File: src/hdl/iso_ep_pkg.sv
// ----------------------------------------------------------------------------
// iso_ep_pkg
// types, character codes and arithmetic constants shared by the timestamp
// to epoch converter
// ----------------------------------------------------------------------------
package iso_ep_pkg;

	// character codes
	localparam logic [7:0] CH_0     = 8'h30;
	localparam logic [7:0] CH_9     = 8'h39;
	localparam logic [7:0] CH_DASH  = 8'h2D;
	localparam logic [7:0] CH_PLUS  = 8'h2B;
	localparam logic [7:0] CH_COLON = 8'h3A;
	localparam logic [7:0] CH_T     = 8'h54;
	localparam logic [7:0] CH_Z     = 8'h5A;

	// string layout
	localparam logic [4:0] POS_SUFFIX = 5'd19;
	localparam logic [4:0] LEN_ZULU   = 5'd20;
	localparam logic [4:0] LEN_OFFSET = 5'd25;
	localparam logic [4:0] POS_SAT    = 5'd26;

	// arithmetic constants
	localparam logic [16:0] RECIP_100   = 17'd5243;   // floor(x/100) = (x*5243) >> 19
	localparam logic [16:0] DAYS_YEAR   = 17'd365;
	localparam logic [22:0] EPOCH_SHIFT = 23'd719468;
	localparam logic [16:0] SEC_DAY     = 17'd86400;
	localparam logic [16:0] SEC_HOUR    = 17'd3600;
	localparam logic [16:0] SEC_MIN     = 17'd60;

	// shared unit modes
	localparam logic [1:0] MAC_LOAD = 2'd0;
	localparam logic [1:0] MAC_ADD  = 2'd1;
	localparam logic [1:0] MAC_SUB  = 2'd2;
	localparam logic [1:0] MAC_QUOT = 2'd3;

	typedef struct packed {
		logic        en;
		logic [1:0]  mode;
		logic [22:0] a;
		logic [16:0] b;
	} mac_cmd_t;

	typedef struct packed {
		logic        ok;
		logic [13:0] year;
		logic [6:0]  month;
		logic [6:0]  day;
		logic [6:0]  hour;
		logic [6:0]  minute;
		logic [6:0]  second;
		logic [6:0]  off_hour;
		logic [6:0]  off_minute;
		logic        neg;
		logic        has_off;
	} ts_fields_t;

	// day of a march-based year on which a month starts
	function automatic logic [8:0] month_start(logic [6:0] month);
		logic [8:0] r;
		case (month)
			7'd1:    r = 9'd306;
			7'd2:    r = 9'd337;
			7'd3:    r = 9'd0;
			7'd4:    r = 9'd31;
			7'd5:    r = 9'd61;
			7'd6:    r = 9'd92;
			7'd7:    r = 9'd122;
			7'd8:    r = 9'd153;
			7'd9:    r = 9'd184;
			7'd10:   r = 9'd214;
			7'd11:   r = 9'd245;
			7'd12:   r = 9'd275;
			default: r = 9'd0;
		endcase
		return r;
	endfunction

endpackage

File: src/hdl/iso_ep_parser.sv
// ----------------------------------------------------------------------------
// iso_ep_parser
// character scanner: position counter, separator checks and digit fields
// ----------------------------------------------------------------------------
module iso_ep_parser (
	input  logic                   clk,
	input  logic                   arst_n,
	input  logic                   take,
	input  logic [7:0]             character,
	input  logic                   clear,
	output iso_ep_pkg::ts_fields_t fields
);

	localparam logic [13:0] YEAR_MIN = 14'd1970;
	localparam logic [13:0] YEAR_MAX = 14'd9999;

	logic [4:0]  pos_q;
	logic        fmt_ok_q;
	logic [13:0] year_q;
	logic [6:0]  month_q, day_q, hour_q, minute_q, second_q, oh_q, om_q;
	logic        neg_q, zulu_q;
	logic        is_digit;
	logic [3:0]  dval;
	logic        len_ok;

	function automatic logic [6:0] push7(logic [6:0] acc, logic [3:0] d);
		logic [9:0] t;
		t = 10'({acc, 3'b000}) + 10'({acc, 1'b0}) + 10'(d);
		return t[6:0];
	endfunction

	function automatic logic [13:0] push14(logic [13:0] acc, logic [3:0] d);
		logic [16:0] t;
		t = 17'({acc, 3'b000}) + 17'({acc, 1'b0}) + 17'(d);
		return t[13:0];
	endfunction

	assign is_digit = (character >= iso_ep_pkg::CH_0) && (character <= iso_ep_pkg::CH_9);
	assign dval     = character[3:0];

	always_ff @(posedge clk or negedge arst_n) begin
		if (!arst_n) begin
			pos_q    <= '0;
			fmt_ok_q <= 1'b1;
			year_q   <= '0;
			month_q  <= '0;
			day_q    <= '0;
			hour_q   <= '0;
			minute_q <= '0;
			second_q <= '0;
			oh_q     <= '0;
			om_q     <= '0;
			neg_q    <= 1'b0;
			zulu_q   <= 1'b0;
		end else if (clear) begin
			pos_q    <= '0;
			fmt_ok_q <= 1'b1;
			year_q   <= '0;
			month_q  <= '0;
			day_q    <= '0;
			hour_q   <= '0;
			minute_q <= '0;
			second_q <= '0;
			oh_q     <= '0;
			om_q     <= '0;
			neg_q    <= 1'b0;
			zulu_q   <= 1'b0;
		end else if (take) begin
			if (pos_q != iso_ep_pkg::POS_SAT) begin
				pos_q <= pos_q + 5'd1;
			end
			case (pos_q)
				5'd0, 5'd1, 5'd2, 5'd3: begin
					if (is_digit) year_q <= push14(year_q, dval);
					else fmt_ok_q <= 1'b0;
				end
				5'd5, 5'd6: begin
					if (is_digit) month_q <= push7(month_q, dval);
					else fmt_ok_q <= 1'b0;
				end
				5'd8, 5'd9: begin
					if (is_digit) day_q <= push7(day_q, dval);
					else fmt_ok_q <= 1'b0;
				end
				5'd11, 5'd12: begin
					if (is_digit) hour_q <= push7(hour_q, dval);
					else fmt_ok_q <= 1'b0;
				end
				5'd14, 5'd15: begin
					if (is_digit) minute_q <= push7(minute_q, dval);
					else fmt_ok_q <= 1'b0;
				end
				5'd17, 5'd18: begin
					if (is_digit) second_q <= push7(second_q, dval);
					else fmt_ok_q <= 1'b0;
				end
				5'd20, 5'd21: begin
					if (is_digit) oh_q <= push7(oh_q, dval);
					else fmt_ok_q <= 1'b0;
				end
				5'd23, 5'd24: begin
					if (is_digit) om_q <= push7(om_q, dval);
					else fmt_ok_q <= 1'b0;
				end
				5'd4, 5'd7: begin
					if (character != iso_ep_pkg::CH_DASH) fmt_ok_q <= 1'b0;
				end
				5'd10: begin
					if (character != iso_ep_pkg::CH_T) fmt_ok_q <= 1'b0;
				end
				5'd13, 5'd16, 5'd22: begin
					if (character != iso_ep_pkg::CH_COLON) fmt_ok_q <= 1'b0;
				end
				iso_ep_pkg::POS_SUFFIX: begin
					if (character == iso_ep_pkg::CH_Z) zulu_q <= 1'b1;
					else if (character == iso_ep_pkg::CH_DASH) neg_q <= 1'b1;
					else if (character != iso_ep_pkg::CH_PLUS) fmt_ok_q <= 1'b0;
				end
				default: begin
					fmt_ok_q <= 1'b0;
				end
			endcase
		end
	end

	// length and suffix must agree
	assign len_ok = ((pos_q == iso_ep_pkg::LEN_ZULU) && zulu_q) ||
	                ((pos_q == iso_ep_pkg::LEN_OFFSET) && !zulu_q &&
	                 (oh_q <= 7'd23) && (om_q <= 7'd59));

	always_comb begin
		fields.ok         = fmt_ok_q && len_ok &&
		                    (year_q >= YEAR_MIN) && (year_q <= YEAR_MAX) &&
		                    (month_q >= 7'd1) && (month_q <= 7'd12) &&
		                    (day_q >= 7'd1) && (day_q <= 7'd31) &&
		                    (hour_q <= 7'd23) && (minute_q <= 7'd59) &&
		                    (second_q <= 7'd60);
		fields.year       = year_q;
		fields.month      = month_q;
		fields.day        = day_q;
		fields.hour       = hour_q;
		fields.minute     = minute_q;
		fields.second     = second_q;
		fields.off_hour   = oh_q;
		fields.off_minute = om_q;
		fields.neg        = neg_q;
		fields.has_off    = (pos_q == iso_ep_pkg::LEN_OFFSET);
	end

endmodule

File: src/hdl/iso_ep_mac.sv
// ----------------------------------------------------------------------------
// iso_ep_mac
// shared multiply-accumulate unit with a small quotient register
// ----------------------------------------------------------------------------
module iso_ep_mac (
	input  logic                 clk,
	input  iso_ep_pkg::mac_cmd_t cmd,
	output logic signed [39:0]   acc,
	output logic [6:0]           quot
);

	logic [39:0]        prod;
	logic signed [39:0] acc_q;
	logic [6:0]         quot_q;

	assign prod = 40'(cmd.a) * 40'(cmd.b);

	always_ff @(posedge clk) begin
		if (cmd.en) begin
			case (cmd.mode)
				iso_ep_pkg::MAC_LOAD: acc_q  <= $signed(prod);
				iso_ep_pkg::MAC_ADD:  acc_q  <= acc_q + $signed(prod);
				iso_ep_pkg::MAC_SUB:  acc_q  <= acc_q - $signed(prod);
				iso_ep_pkg::MAC_QUOT: quot_q <= prod[25:19];
				default:              acc_q  <= acc_q;
			endcase
		end
	end

	assign acc  = acc_q;
	assign quot = quot_q;

endmodule

File: src/hdl/iso_ep_seq.sv
// ----------------------------------------------------------------------------
// iso_ep_seq
// step sequencer for the days-from-civil and seconds arithmetic
// ----------------------------------------------------------------------------
module iso_ep_seq (
	input  logic                   clk,
	input  logic                   arst_n,
	input  logic                   start,
	input  iso_ep_pkg::ts_fields_t fields,
	input  logic signed [39:0]     acc,
	input  logic [6:0]             quot,
	output iso_ep_pkg::mac_cmd_t   cmd,
	output logic                   done,
	output logic                   res_ok
);

	localparam logic [3:0] STEP_QUOT   = 4'd0;
	localparam logic [3:0] STEP_YEARS  = 4'd1;
	localparam logic [3:0] STEP_LEAP4  = 4'd2;
	localparam logic [3:0] STEP_CENT   = 4'd3;
	localparam logic [3:0] STEP_LEAP4C = 4'd4;
	localparam logic [3:0] STEP_DOY    = 4'd5;
	localparam logic [3:0] STEP_EPOCH  = 4'd6;
	localparam logic [3:0] STEP_DAYSEC = 4'd7;
	localparam logic [3:0] STEP_HOUR   = 4'd8;
	localparam logic [3:0] STEP_MIN    = 4'd9;
	localparam logic [3:0] STEP_SEC    = 4'd10;
	localparam logic [3:0] STEP_OFFH   = 4'd11;
	localparam logic [3:0] STEP_OFFM   = 4'd12;

	iso_ep_pkg::ts_fields_t fld_q;
	logic        busy_q;
	logic [3:0]  step_q;
	logic        done_q;
	logic [13:0] yy;
	logic [22:0] doy_a;
	logic [1:0]  off_mode;

	always_ff @(posedge clk or negedge arst_n) begin
		if (!arst_n) begin
			busy_q <= 1'b0;
			step_q <= '0;
			done_q <= 1'b0;
		end else begin
			done_q <= 1'b0;
			if (start) begin
				busy_q <= 1'b1;
				step_q <= STEP_QUOT;
			end else if (busy_q) begin
				if (step_q == STEP_OFFM) begin
					busy_q <= 1'b0;
					done_q <= 1'b1;
				end else begin
					step_q <= step_q + 4'd1;
				end
			end
		end
	end

	always_ff @(posedge clk) begin
		if (start) begin
			fld_q <= fields;
		end
	end

	// years counted from march, so january and february belong to the year before
	assign yy       = fld_q.year - 14'(fld_q.month <= 7'd2);
	assign doy_a    = 23'(iso_ep_pkg::month_start(fld_q.month)) + 23'(fld_q.day) - 23'd1;
	assign off_mode = fld_q.neg ? iso_ep_pkg::MAC_ADD : iso_ep_pkg::MAC_SUB;

	always_comb begin
		cmd.en   = busy_q;
		cmd.mode = iso_ep_pkg::MAC_ADD;
		cmd.a    = '0;
		cmd.b    = 17'd1;
		case (step_q)
			STEP_QUOT: begin
				cmd.mode = iso_ep_pkg::MAC_QUOT;
				cmd.a    = 23'(yy);
				cmd.b    = iso_ep_pkg::RECIP_100;
			end
			STEP_YEARS: begin
				cmd.mode = iso_ep_pkg::MAC_LOAD;
				cmd.a    = 23'(yy);
				cmd.b    = iso_ep_pkg::DAYS_YEAR;
			end
			STEP_LEAP4: begin
				cmd.a = 23'(yy[13:2]);
			end
			STEP_CENT: begin
				cmd.mode = iso_ep_pkg::MAC_SUB;
				cmd.a    = 23'(quot);
			end
			STEP_LEAP4C: begin
				cmd.a = 23'(quot[6:2]);
			end
			STEP_DOY: begin
				cmd.a = doy_a;
			end
			STEP_EPOCH: begin
				cmd.mode = iso_ep_pkg::MAC_SUB;
				cmd.a    = iso_ep_pkg::EPOCH_SHIFT;
			end
			STEP_DAYSEC: begin
				cmd.mode = iso_ep_pkg::MAC_LOAD;
				cmd.a    = acc[22:0];
				cmd.b    = iso_ep_pkg::SEC_DAY;
			end
			STEP_HOUR: begin
				cmd.a = 23'(fld_q.hour);
				cmd.b = iso_ep_pkg::SEC_HOUR;
			end
			STEP_MIN: begin
				cmd.a = 23'(fld_q.minute);
				cmd.b = iso_ep_pkg::SEC_MIN;
			end
			STEP_SEC: begin
				cmd.a = 23'(fld_q.second);
			end
			STEP_OFFH: begin
				cmd.mode = off_mode;
				cmd.a    = 23'(fld_q.off_hour);
				cmd.b    = fld_q.has_off ? iso_ep_pkg::SEC_HOUR : 17'd0;
			end
			STEP_OFFM: begin
				cmd.mode = off_mode;
				cmd.a    = 23'(fld_q.off_minute);
				cmd.b    = fld_q.has_off ? iso_ep_pkg::SEC_MIN : 17'd0;
			end
			default: begin
				cmd.en = 1'b0;
			end
		endcase
	end

	assign done   = done_q;
	assign res_ok = fld_q.ok;

endmodule

File: src/hdl/iso8601_timestamp_to_epoch_unit.sv
// ----------------------------------------------------------------------------
// iso8601_timestamp_to_epoch_unit
// ISO 8601 timestamp text to Unix seconds converter
// ----------------------------------------------------------------------------
// The block takes a timestamp one character per transaction on the item
// channel, last_char marking the final byte, in the form YYYY-MM-DDTHH:MM:SS
// followed by Z or a +HH:MM / -HH:MM offset. Any character but the last
// leaves item_ready high. The last one starts a 13-step run of a single
// shared multiply-accumulate unit (days from civil, then seconds and
// offset), and the result is then loaded into the output register and
// offered as the result transaction. item_ready stays low until that load,
// which waits while the output register still holds an uncollected result.
// The next timestamp's characters are taken while the loaded result waits
// to be collected.
// A rejected string gives valid_res 0 with epoch_seconds 0.
// ----------------------------------------------------------------------------
module iso8601_timestamp_to_epoch_unit (
	input  logic               clk,
	input  logic               arst_n,
	input  logic               item_valid,
	output logic               item_ready,
	input  logic [7:0]         character,
	input  logic               last_char,
	output logic               result_valid,
	input  logic               result_ready,
	output logic signed [38:0] epoch_seconds,
	output logic               valid_res
);

	localparam logic [1:0] ST_PARSE = 2'd0;
	localparam logic [1:0] ST_CALC  = 2'd1;
	localparam logic [1:0] ST_HOLD  = 2'd2;

	logic [1:0]  state_q;
	logic        start_q;
	logic        out_valid_q;
	logic [38:0] epoch_q;
	logic        vres_q;

	logic                   item_accept;
	logic                   out_free;
	logic                   load_out;
	logic                   calc_done;
	logic                   calc_ok;
	logic signed [39:0]     acc;
	logic [6:0]             quot;
	iso_ep_pkg::ts_fields_t fields;
	iso_ep_pkg::mac_cmd_t   cmd;

	// characters only flow while no conversion is in flight
	assign item_ready  = (state_q == ST_PARSE);
	assign item_accept = item_valid && item_ready;
	assign out_free    = !out_valid_q || result_ready;
	assign load_out    = out_free && (((state_q == ST_CALC) && calc_done) ||
	                                  (state_q == ST_HOLD));

	always_ff @(posedge clk or negedge arst_n) begin
		if (!arst_n) begin
			state_q     <= ST_PARSE;
			start_q     <= 1'b0;
			out_valid_q <= 1'b0;
		end else begin
			start_q <= item_accept && last_char;
			case (state_q)
				ST_PARSE: begin
					if (item_accept && last_char) state_q <= ST_CALC;
				end
				ST_CALC: begin
					// a finished result waits in ST_HOLD if the output is still occupied
					if (calc_done) state_q <= load_out ? ST_PARSE : ST_HOLD;
				end
				ST_HOLD: begin
					if (load_out) state_q <= ST_PARSE;
				end
				default: begin
					state_q <= ST_PARSE;
				end
			endcase
			if (load_out) out_valid_q <= 1'b1;
			else if (result_ready) out_valid_q <= 1'b0;
		end
	end

	// result payload, zero on reject
	always_ff @(posedge clk) begin
		if (load_out) begin
			epoch_q <= calc_ok ? acc[38:0] : 39'd0;
			vres_q  <= calc_ok;
		end
	end

	iso_ep_parser u_parser (
		.clk       (clk),
		.arst_n    (arst_n),
		.take      (item_accept),
		.character (character),
		.clear     (start_q),
		.fields    (fields)
	);

	iso_ep_seq u_seq (
		.clk    (clk),
		.arst_n (arst_n),
		.start  (start_q),
		.fields (fields),
		.acc    (acc),
		.quot   (quot),
		.cmd    (cmd),
		.done   (calc_done),
		.res_ok (calc_ok)
	);

	iso_ep_mac u_mac (
		.clk  (clk),
		.cmd  (cmd),
		.acc  (acc),
		.quot (quot)
	);

	assign result_valid  = out_valid_q;
	assign epoch_seconds = $signed(epoch_q);
	assign valid_res     = vres_q;

endmodule

File: config.mk
export PLATFORM = sky130hd
export DESIGN_NAME = iso8601_timestamp_to_epoch_unit
export DESIGN_NICKNAME = d
export VERILOG_FILES = /design/src/hdl/iso_ep_pkg.sv /design/src/hdl/iso_ep_parser.sv /design/src/hdl/iso_ep_mac.sv /design/src/hdl/iso_ep_seq.sv /design/src/hdl/iso8601_timestamp_to_epoch_unit.sv
export SDC_FILE = /design/constraint.sdc
export NUM_CORES = 1
export LEC_CHECK = 0
export BUFFER_PORTS_ARGS = -buffer_cell sky130_fd_sc_hd__buf_4
export CAP_MARGIN = 0
export CORE_MARGIN = 2
export CORE_UTILIZATION = 40
export CTS_CLUSTER_SIZE = 12
export DETAILED_ROUTE_END_ITERATION = 10
export PLACE_DENSITY = 0.61
export SLEW_MARGIN = 20
export SYNTH_ARGS = -nofsm -noshare
export SYNTH_HDL_FRONTEND = slang
export SYNTH_SLANG_ARGS = --single-unit
File: constraint.sdc
create_clock -name clk -period 16.1 [get_ports clk]
set_input_delay 1.61 -clock clk [delete_from_list [all_inputs] [get_ports clk]]
set_output_delay 1.61 -clock clk [all_outputs]
set_load 0.02 [all_outputs]
After elaboration in Yosys (flattened, before gate mapping)
Memories as Yosys holds them, arrays and structs flattened. A register that Yosys moved wholly into a read port is not among the register bits.
Cells that the tools add are included.
- output and inout port bits: 42
- memories kept: 1
- memory bits (read-only): 144
- word-level logic and storage cells: 291
- flip-flop bits (word level): 234
- $lt $le $gt $ge: 14
- reduce and logical (&&, ||, !) cells: 78
- $add $sub $neg: 23
- eq/ne operators: 61
- muxes and demuxes: 80
- multipliers: 1
- memory list (memory ; words ; bits a word ; read ports ; clocked after memory_dff ; write ports ; line ; text):
    (no name shown) ; 16 ; 9 ; 1 ; 1 ; 0 ; iso_ep_pkg.sv:61 ; case (month)
- operators by type and width (kind ; number):
    23-bit case mux with 12 select lines ; 1
    7-bit 2-to-1 mux ; 28
    40-bit case mux with 3 select lines ; 1
    17-bit case mux with 7 select lines ; 1
    14-bit 2-to-1 mux ; 4
    5-bit equality test (second input constant) ; 10
    7-bit by 4-bit adder with 7-bit output ; 7
    7-bit adder ; 7
    40-bit adder ; 1
    5-bit by 4-bit equality test with 1-bit output (second input constant) ; 8
    23-bit by 17-bit multiplier with 40-bit output ; 1
    40-bit subtractor ; 1
    2-bit nonzero test ; 16
    3-bit AND reduction ; 10
    1-bit 2-to-1 mux ; 27
    8-bit by 6-bit != test with 1-bit output (second input constant) ; 3
    2-bit OR reduction ; 12
    23-bit by 1-bit subtractor with 23-bit output (second input constant) ; 1
    7-bit by 5-bit less-or-equal comparator with 1-bit output (second input constant) ; 3
    7-bit by 6-bit less-or-equal comparator with 1-bit output (second input constant) ; 3
    4-bit equality test (second input constant) ; 5
    5-bit by 3-bit equality test with 1-bit output (second input constant) ; 4
    1-bit logical AND ; 19
    18-bit OR reduction ; 1
    other kinds (50) ; 83

Logic depth before layout (Yosys ltp)
Gate-level depths: netlist (run 1).
- depth in word-level cells: 15
- mapped depth: 53
- mapped depth without buffers: 51

By module
Synthesis (run 1) repeated with hierarchy kept, for this count alone.
- cell total of the unflattened synthesis: 3286
- area, all modules: 30041.3 um^2
- modules (own cells, without submodules) (module ; cells each ; instances ; area each (um^2)):
    iso_ep_mac ; 2152 ; 1 ; 17988.5
    iso_ep_parser ; 588 ; 1 ; 5798.1
    iso_ep_seq ; 447 ; 1 ; 4604.4
    iso8601_timestamp_to_epoch_unit ; 99 ; 1 ; 1650.3

Worst setup path after synthesis (run 1)
No wires, ideal clock.
- kind: flip-flop to flip-flop
- from: reg u_seq.fld_q[48] (netlist name)
- to: reg u_mac.acc_q[38], in the netlist u_mac.acc[38], data pin
- slack: 3.420 ns
- period minus slack after synthesis: 12.680 ns
- data required time: 15.893 ns
- setup time: 0.207 ns
- cell stages (with the launch flop): 49
- arrival time: 12.473 ns
- cells stage by stage: edfxtp_1 > nor3_1 > clkbuf_1 > and2_1 > ha_1 > inv_1 > fa_1 > ha_1 > nor4bb_1 > a211oi_1 > or2_2 > nor3_1 > nand2_1 > xor2_1 > a221o_1 > clkbuf_1 > and2_1 > fa_1 > (+13 left out) > a2111oi_4 > a311oi_2 > a311oi_4 > nor4b_4 > or3b_4 > nor2_1 > a21oi_1 > xnor2_1 > ha_1 > a21oi_1 > nor2b_1 > or4_1 > o21ai_0 > a21oi_1 > a221oi_1 > xnor2_1 > mux4_2 > a2111oi_0
- word-level cells in the longest chain between the ends: 8
- elaborated cells on any way between the ends: 11
- those cells by class: 5 x add/sub; 1 x mul; 1 x order compare; 3 x mux; 1 x reduce/logical
- ends and longest elaborated chain (item ; line ; text):
    start, declared ; iso_ep_seq.sv:31 ; iso_ep_pkg::ts_fields_t fld_q;
    start signal, assigned ; iso_ep_seq.sv:62 ; fld_q <= fields;
    3-bit zero test ; iso_ep_pkg.sv:61 ;
    9-bit 2-to-1 mux ; iso_ep_pkg.sv:61 ;
    9-bit by 7-bit adder with 10-bit output ; iso_ep_seq.sv:68 ; assign doy_a = 23'(iso_ep_pkg::month_start(fld_q.month)) + 23'(fld_q.day) - 23'd1;
    23-bit by 1-bit subtractor with 23-bit output ; iso_ep_seq.sv:68 ;
    23-bit case mux with 12 select lines * ; iso_ep_seq.sv:76 ; case (step_q)
    23-bit by 17-bit multiplier with 40-bit output * ; iso_ep_mac.sv:16 ; assign prod = 40'(cmd.a) * 40'(cmd.b);
    named net u_mac.prod[20] ; iso_ep_mac.sv:12 ; logic [39:0] prod;
    40-bit subtractor / 40-bit adder (equally long branches) ; iso_ep_mac.sv:23, iso_ep_mac.sv:22 ;
    40-bit case mux with 3 select lines * ; iso_ep_mac.sv:20 ; case (cmd.mode)
    end signal, assigned ; iso_ep_mac.sv:21 ; iso_ep_pkg::MAC_LOAD: acc_q <= $signed(prod);
    end signal, assigned ; iso_ep_mac.sv:22 ; iso_ep_pkg::MAC_ADD: acc_q <= acc_q + $signed(prod);
    end signal, assigned ; iso_ep_mac.sv:23 ; iso_ep_pkg::MAC_SUB: acc_q <= acc_q - $signed(prod);
    end, declared ; iso_ep_mac.sv:13 ; logic signed [39:0] acc_q;
The timed path passes the listed nets; every way through them passes the cells marked *.
A chain may end at the register's enable or synchronous reset.

Final worst setup path (run 1)
Same ends and word-level chain as after synthesis.

==> results.toml, run 1 <==
[status]
outcome = "finished clean"

[placed_design]
dp_slack_ns = 1.81
place_area_sq_um = 29400
hpwl_mm = 58.3
port_buffers = 54
gp_congestion = 0.917

[critical_path]
worstReg2RegEnd = "u_mac.acc[38]$_DFFE_PP_"
start_kind = "register"
cp.required_ns = 16.46
reg2reg_from = "u_seq.fld_q[48]$_DFFE_PP_"
cpMostUsedCell = "fa_1"
cpMaxStageDelayCell = "nor2b_1"
arrival_ns = 14.77
cp_slowest_stage_delay_ns = 0.81
crit_start = "u_seq.fld_q[48]$_DFFE_PP_"
worstPathMaxFanout = 12
rr_worst_depth = 47
endpoint = "u_mac.acc[38]$_DFFE_PP_"
cp-end-kind = "register"
critical_path_class = "register to register"
r2r_setup_slack_ns = 1.69

[logic_synthesis]
seq_area_frac_synth = 0.245
synth_cell_types = 93
syn_avg_cell_area_sq_um = 9.43
synth-async-reset-ratio = 0.335
synth_top_cell_by_area = "fa_1"
synth_edf_count = 152
synth_warnings = 0
ys.flop_type = "edfxtp_1"
synth_seq_cells = 242
synth_top_area_frac = 0.207
synthCells = 2931
synth.area.top_cells = "fa_1 (21%), edfxtp_1 (17%), ha_1 (13%), dfrtp_1 (7.2%), inv_1 (7.0%)"
synthesis.area_sq_um = 27600

[final_layout]
drive_gt1_frac = 0.0553
multi_input_area_sq_um = 19000
syn2layout_area_growth_pct = 10.0
antenna_cells = 0
fill_cells = 6623
regArea_sq_um = 6780
nNetsFinal = 3646
finalInstanceArea_sq_um = 30400

[floorplanning]
die_area_sq_um = 71200
die_w_um = 267
ios = 55
die_h_um = 267
core_area_sq_um = 68500
fp-row-count = 96
initial_core_util = 0.404

[cts]
cts_tree = "yes"
ctsResizeCount = 0
h-tree-depth = 1
clock_latency_ns = 0.60
cts_buffers = 29
post_cts_buffers = 0
clock_path_buffers = 3
cts_sinks = 242
hold_buffers = 0
clk_pin_slew_worst_paths_ns = 0.06
clockRootBuffer = "clkbuf_16"

[routing]
wl_per_cell_um = 18.4
route.met3.wl_mm = 4.93
routed.top_layer = "met4"
ant_nets = 0
vias = 20800
via_per_inst = 5.25
drt_iter0_markers = 1913
routed_wl_mm = 72.8
met1_length_mm = 35.1
drc = 0
met2_length_mm = 31.3
firstDrtPassIters = 6

[run]
drv_cap = 0

[global_routing]
antenna_found_initial = 1
grtUsageTotal = 0.212
grt_pass1_wl_mm = 119
grt-ovfl-total = 0
grt_pass1_vias = 20900
grt_max_degree = 77

[timing]
relSlewSlack = 0.307
tns_ns = 0
grt_setup_unrepaired = "no"
worst_slack_ns = 1.69
period_minus_slack_ns = 14.41
slew_viol_final = 0
hold_viol = 0
clock_skew_ns = 0.0143
timing.fmax_mhz = 69.4
worst_pin_slew_ns = 1.04
finalSetupViolCount = 0
period_share = 0.895

[hold_path]
hold_class = "register to register"
## state kept, by name (all words and copies together), names as in the netlist, 5 cells and up, named ones only
| name | count |
|---|---|
| u_parser.year_q | 14 |
| u_parser.day_q | 7 |
| u_parser.hour_q | 7 |
| epoch_seconds | 39 |
| u_mac.acc | 39 |
| u_parser.month_q | 7 |
| u_mac.quot | 7 |
| u_parser.second_q | 7 |
| u_parser.om_q | 7 |
| u_seq.fld_q | 65 |
| u_parser.pos_q | 5 |
| u_parser.minute_q | 7 |
| u_parser.oh_q | 7 |
## worst max-delay path, delay by kind of cell (launching register included)
family	cells	cell delay (ns)
buffers and inverters	6	0.35
adders and majority gates	11	4.71
DFF	1	0.36
xor gates and xnor gates	2	0.38
AOI/OAI and AO/OA	15	3.85
and+or+nand+nor	12	4.02
muxes	1	0.54
## cell usage in the layout, fill, tap and decap left out, types with 8 or more instances in the layout
master | netlist | routed
inv_1 | 512 | 512
ha_1 | 295 | 295
fa_1 | 286 | 286
nor2_1 | 257 | 255
nand2_1 | 195 | 195
edfxtp_1 | 152 | 152
a21oi_1 | 152 | 150
o21ai_0 | 115 | 115
xnor2_1 | 108 | 108
conb_1 | 2 | 95
buf_4 | 1 | 80
dfrtp_1 | 80 | 79
and2_1 | 75 | 75
a21o_1 | 69 | 69
xor2_1 | 59 | 59
mux2i_1 | 48 | 48
nor3_1 | 31 | 31
nand3_1 | 30 | 30
nand2b_1 | 30 | 30
clkbuf_16 | 0 | 29
nor2b_1 | 22 | 22
and3_1 | 20 | 20
a31oi_1 | 19 | 19
a211oi_1 | 16 | 16
o21a_1 | 15 | 15
nand4_1 | 15 | 15
nor4_1 | 16 | 14
or3_1 | 14 | 14
o31ai_1 | 12 | 12
o21bai_1 | 12 | 12
o211ai_1 | 11 | 11
o22ai_1 | 10 | 10
mux2_2 | 9 | 9
dfxtp_1 | 9 | 9
a22o_1 | 8 | 8
nor3b_1 | 8 | 8
clkbuf_8 | 0 | 8
## per-stage QoR
stage,util,hold slack (ns),std cells
after global routing,0.444,0.502,3957
after floorplan,-,0.426,3024
final,0.444,0.492,3957
after CTS,0.444,0.489,3957
after global placement,0.430,0.471,3903
after detailed placement,0.430,0.474,3903
## routing by layer
layer	track usage	vias to the layer above
li1	-	9939
met1	0.319	10100
met2	0.324	622
met3	0.0305	82
met4	0.0442	0
met5	0	-
## how the worst min path moves through the flow
stage | depth (start not counted) | endpoint | slack [ns] | from
after detailed placement | 0 | u_seq.fld_q[36]$_DFFE_PP_ | 0.47 | u_parser.hour_q[6]$_DFFE_PN0P_
after CTS | 0 | u_seq.fld_q[36]$_DFFE_PP_ | 0.49 | u_parser.hour_q[6]$_DFFE_PN0P_
after global routing | 0 | u_seq.fld_q[36]$_DFFE_PP_ | 0.50 | u_parser.hour_q[6]$_DFFE_PN0P_
final | 0 | u_seq.fld_q[36]$_DFFE_PP_ | 0.49 | u_parser.hour_q[6]$_DFFE_PN0P_
after floorplan | 0 | u_seq.fld_q[1]$_DFFE_PP_ | 0.43 | u_parser.neg_q$_DFFE_PN0P_
after global placement | 0 | u_seq.fld_q[36]$_DFFE_PP_ | 0.47 | u_parser.hour_q[6]$_DFFE_PN0P_
## final cells by class
type,instances,share of cell area
Multi-Input combinational cell,2187,0.625
Sequential cell,242,0.223
Inverter,512,0.0632
Tap cell,882,0.0363
Clock buffer,44,0.0283
Timing Repair Buffer,80,0.0197
Clock inverter,10,0.00420
## cell usage after synthesis, types with 14 or more instances
library cell and count:
ha_1 295, nor4_1 16, o21a_1 15, nand4_1 15
mux2i_1 48, nor2_1 257, dfrtp_1 80, nand2_1 195
o21ai_0 115, a21oi_1 152, clkbuf_1 73, a31oi_1 19
nand2b_1 30, a21o_1 69, xnor2_1 108, nor2b_1 22
and2_1 75, nand3_1 30, a211oi_1 16, edfxtp_1 152
inv_1 512, fa_1 286, xor2_1 59, nor3_1 31
or3_1 14, and3_1 20
## kinds of logic after synthesis
group	synth area share
flops	0.245
other cells	0.000272
xor+xnor	0.0535
mux	0.0219
fa+ha+maj	0.341
simple gates	0.130
compound gates	0.128
buf+inv	0.0810
Power of run 1 is left out: the tool's default activity adds up to more than one toggle a clock period on the data nets, which glitch-free logic cannot reach.
==> inputs of run 2 (changes only) <==
Settings changed: ABC_AREA from default to 1.
==> run 2 against run 1 <==
Against the previous run:
- first-iteration DRC count down 12%
- critical path type unchanged
- via count up 12%
- cell count up 19%
- sequential share of layout area down 0.69 points
- die area up 3.6%
- non-clock buffer count down 14
==> results.toml, run 2 <==
[status]
outcome = "finished clean"

[critical_path]
cp.required_ns = 16.41
cpMaxStageDelayCell = "fa_1"
cp_slowest_stage_delay_ns = 0.57
worstPathMaxFanout = 8
start_kind = "register"
cp-end-kind = "register"
arrival_ns = 12.55
cpMostUsedCell = "nand2_1"
critical_path_class = "register to register"

[run]
drv_cap = 0

[timing]
grt_setup_unrepaired = "no"
tns_ns = 0
period_share = 0.760
period_minus_slack_ns = 12.24
slew_viol_final = 0
clock_skew_ns = 0.0190
relSlewSlack = 0.306
hold_viol = 0
worst_slack_ns = 3.86
timing.fmax_mhz = 81.7
worst_pin_slew_ns = 1.04
finalSetupViolCount = 0

[cts]
h-tree-depth = 1
clk_pin_slew_worst_paths_ns = 0.06
clock_path_buffers = 3
post_cts_buffers = 0
clock_latency_ns = 0.57
cts_sinks = 242
ctsResizeCount = 0
cts_buffers = 27
hold_buffers = 0
cts_tree = "yes"
clockRootBuffer = "clkbuf_16"

[routing]
wl_per_cell_um = 16.7
route.met3.wl_mm = 4.53
routed.top_layer = "met4"
met2_length_mm = 34.7
firstDrtPassIters = 6
met1_length_mm = 37.7
routed_wl_mm = 78.7
vias = 23300
ant_nets = 0
drc = 0
via_per_inst = 4.94
drt_iter0_markers = 1687

[final_layout]
regMostFlops = "u_seq.fld_q"
mostFrequentLayoutCell = "inv_1"
antenna_cells = 0
drive_gt1_frac = 0.0487
largest_reg_flops = 65
nNetsFinal = 4331
syn2layout_area_growth_pct = 9.54
fill_cells = 7182
final_cell_mix = "inv_1 (883), nand2_1 (677), nor2_1 (319)"

[floorplanning]
initial_core_util = 0.402
ios = 55
fp-row-count = 98
die_area_sq_um = 73800
die_h_um = 272
core_area_sq_um = 71200
die_w_um = 272

[global_routing]
grt-ovfl-total = 0
grt_pass1_vias = 23500
grt_max_degree = 65
grtUsageTotal = 0.218
antenna_found_initial = 0
grt_pass1_wl_mm = 128

[placed_design]
dp_slack_ns = 3.95
hpwl_mm = 64.7
port_buffers = 54
gp_congestion = 0.925

[logic_synthesis]
synth_commonest_cells = "inv_1 (884), nand2_1 (677), nor2_1 (320), ha_1 (295), fa_1 (286)"
synthCells = 3598
synth_seq_cells = 242
synth_top_family_by_area = "adder cells"
seq_area_frac_synth = 0.236
muxShareOfSynthArea = 0
synth_top_cell_by_area = "fa_1"
synth_xor_area_frac = 0.0318
synth_cell_types = 70
synthesis.area_sq_um = 28600
synth.area.top_cells = "fa_1 (20%), edfxtp_1 (16%), ha_1 (13%), inv_1 (12%), nand2_1 (8.9%)"
post-synth-top-count-cell = "inv_1"
synth-async-reset-ratio = 0.335
synth_top_area_frac = 0.200
synth_edf_count = 152
syn_avg_cell_area_sq_um = 7.96
synth_warnings = 0
yosys.area_share.simple = 0.186
synth-compound-area-share = 0.0926
ys.flop_type = "edfxtp_1"
synthAdderAreaFrac = 0.329

[hold_path]
hold_class = "register to register"
[run 2: worst max-delay path: cells and delay by family, from the launching register on]
family	cells	cell delay [ns]
adders and majority gates	10	4.26
and+or+nand+nor	29	4.05
AOI/OAI and AO/OA	6	1.62
DFF	1	0.36
xor gates and xnor gates	3	0.96
buffers and inverters	8	0.75
[run 2: path summary, 6_finish.rpt]
kind	startpoint	to	slack (ns)	depth (start not counted)
max in group asynchronous	arst_n	u_parser.second_q[1]$_DFFE_PN0P_	14.10	2
setup reg to reg	u_seq.fld_q[48]$_DFFE_PP_	u_mac.acc[38]$_DFFE_PP_	3.86	56
hold reg to reg	u_parser.year_q[12]$_DFFE_PN0P_	u_seq.fld_q[63]$_DFFE_PP_	0.45	0
setup / recovery	u_seq.fld_q[48]$_DFFE_PP_	u_mac.acc[38]$_DFFE_PP_	3.86	56
min in group asynchronous	arst_n	u_parser.pos_q[1]$_DFFE_PN0P_	1.03	1
hold / removal	u_parser.year_q[12]$_DFFE_PN0P_	u_seq.fld_q[63]$_DFFE_PP_	0.45	0
[run 2: routing by layer]
layer | up-vias | global-route usage
met4 | 0 | 0.0492
li1 | 11500 | -
met3 | 83 | 0.0229
met5 | - | 0
met2 | 602 | 0.348
met1 | 11100 | 0.320
[run 2: area by class of cell]
class / count / area, sq um / share of cell area
Multi-Input combinational cell: 2503 / 18700 / 0.595
Sequential cell: 242 / 6780 / 0.216
Inverter: 897 / 3370 / 0.107
Tap cell: 950 / 1190 / 0.0379
Clock buffer: 42 / 783 / 0.0250
Timing Repair Buffer: 66 / 495 / 0.0158
Clock inverter: 8 / 88.8 / 0.00283
[run 2: cells by family (layout without fill, tap and decap cells)]
kind of cell             Yosys count  after routing
adder cells (fa/ha/maj)          581            581
buffers and inverters            946           1013
XOR/XNOR                         103            103
AO/OA/AOI/OAI                    449            449
AND/OR/NAND/NOR                 1275           1275
other                              2             95
flip-flops                       242            242
[run 2: metrics by stage]
stage / utilization / hold WS (ns) / instance area, sq um / std cells
after floorplan: - / 0.425 / 29000 / 3691
after global placement: 0.428 / 0.433 / 30500 / 4658
after detailed placement: 0.428 / 0.445 / 30500 / 4658
after CTS: 0.440 / 0.459 / 31400 / 4708
after global routing: 0.440 / 0.480 / 31400 / 4708
final: 0.440 / 0.453 / 31400 / 4708
Power of run 2 is left out for the same reason.
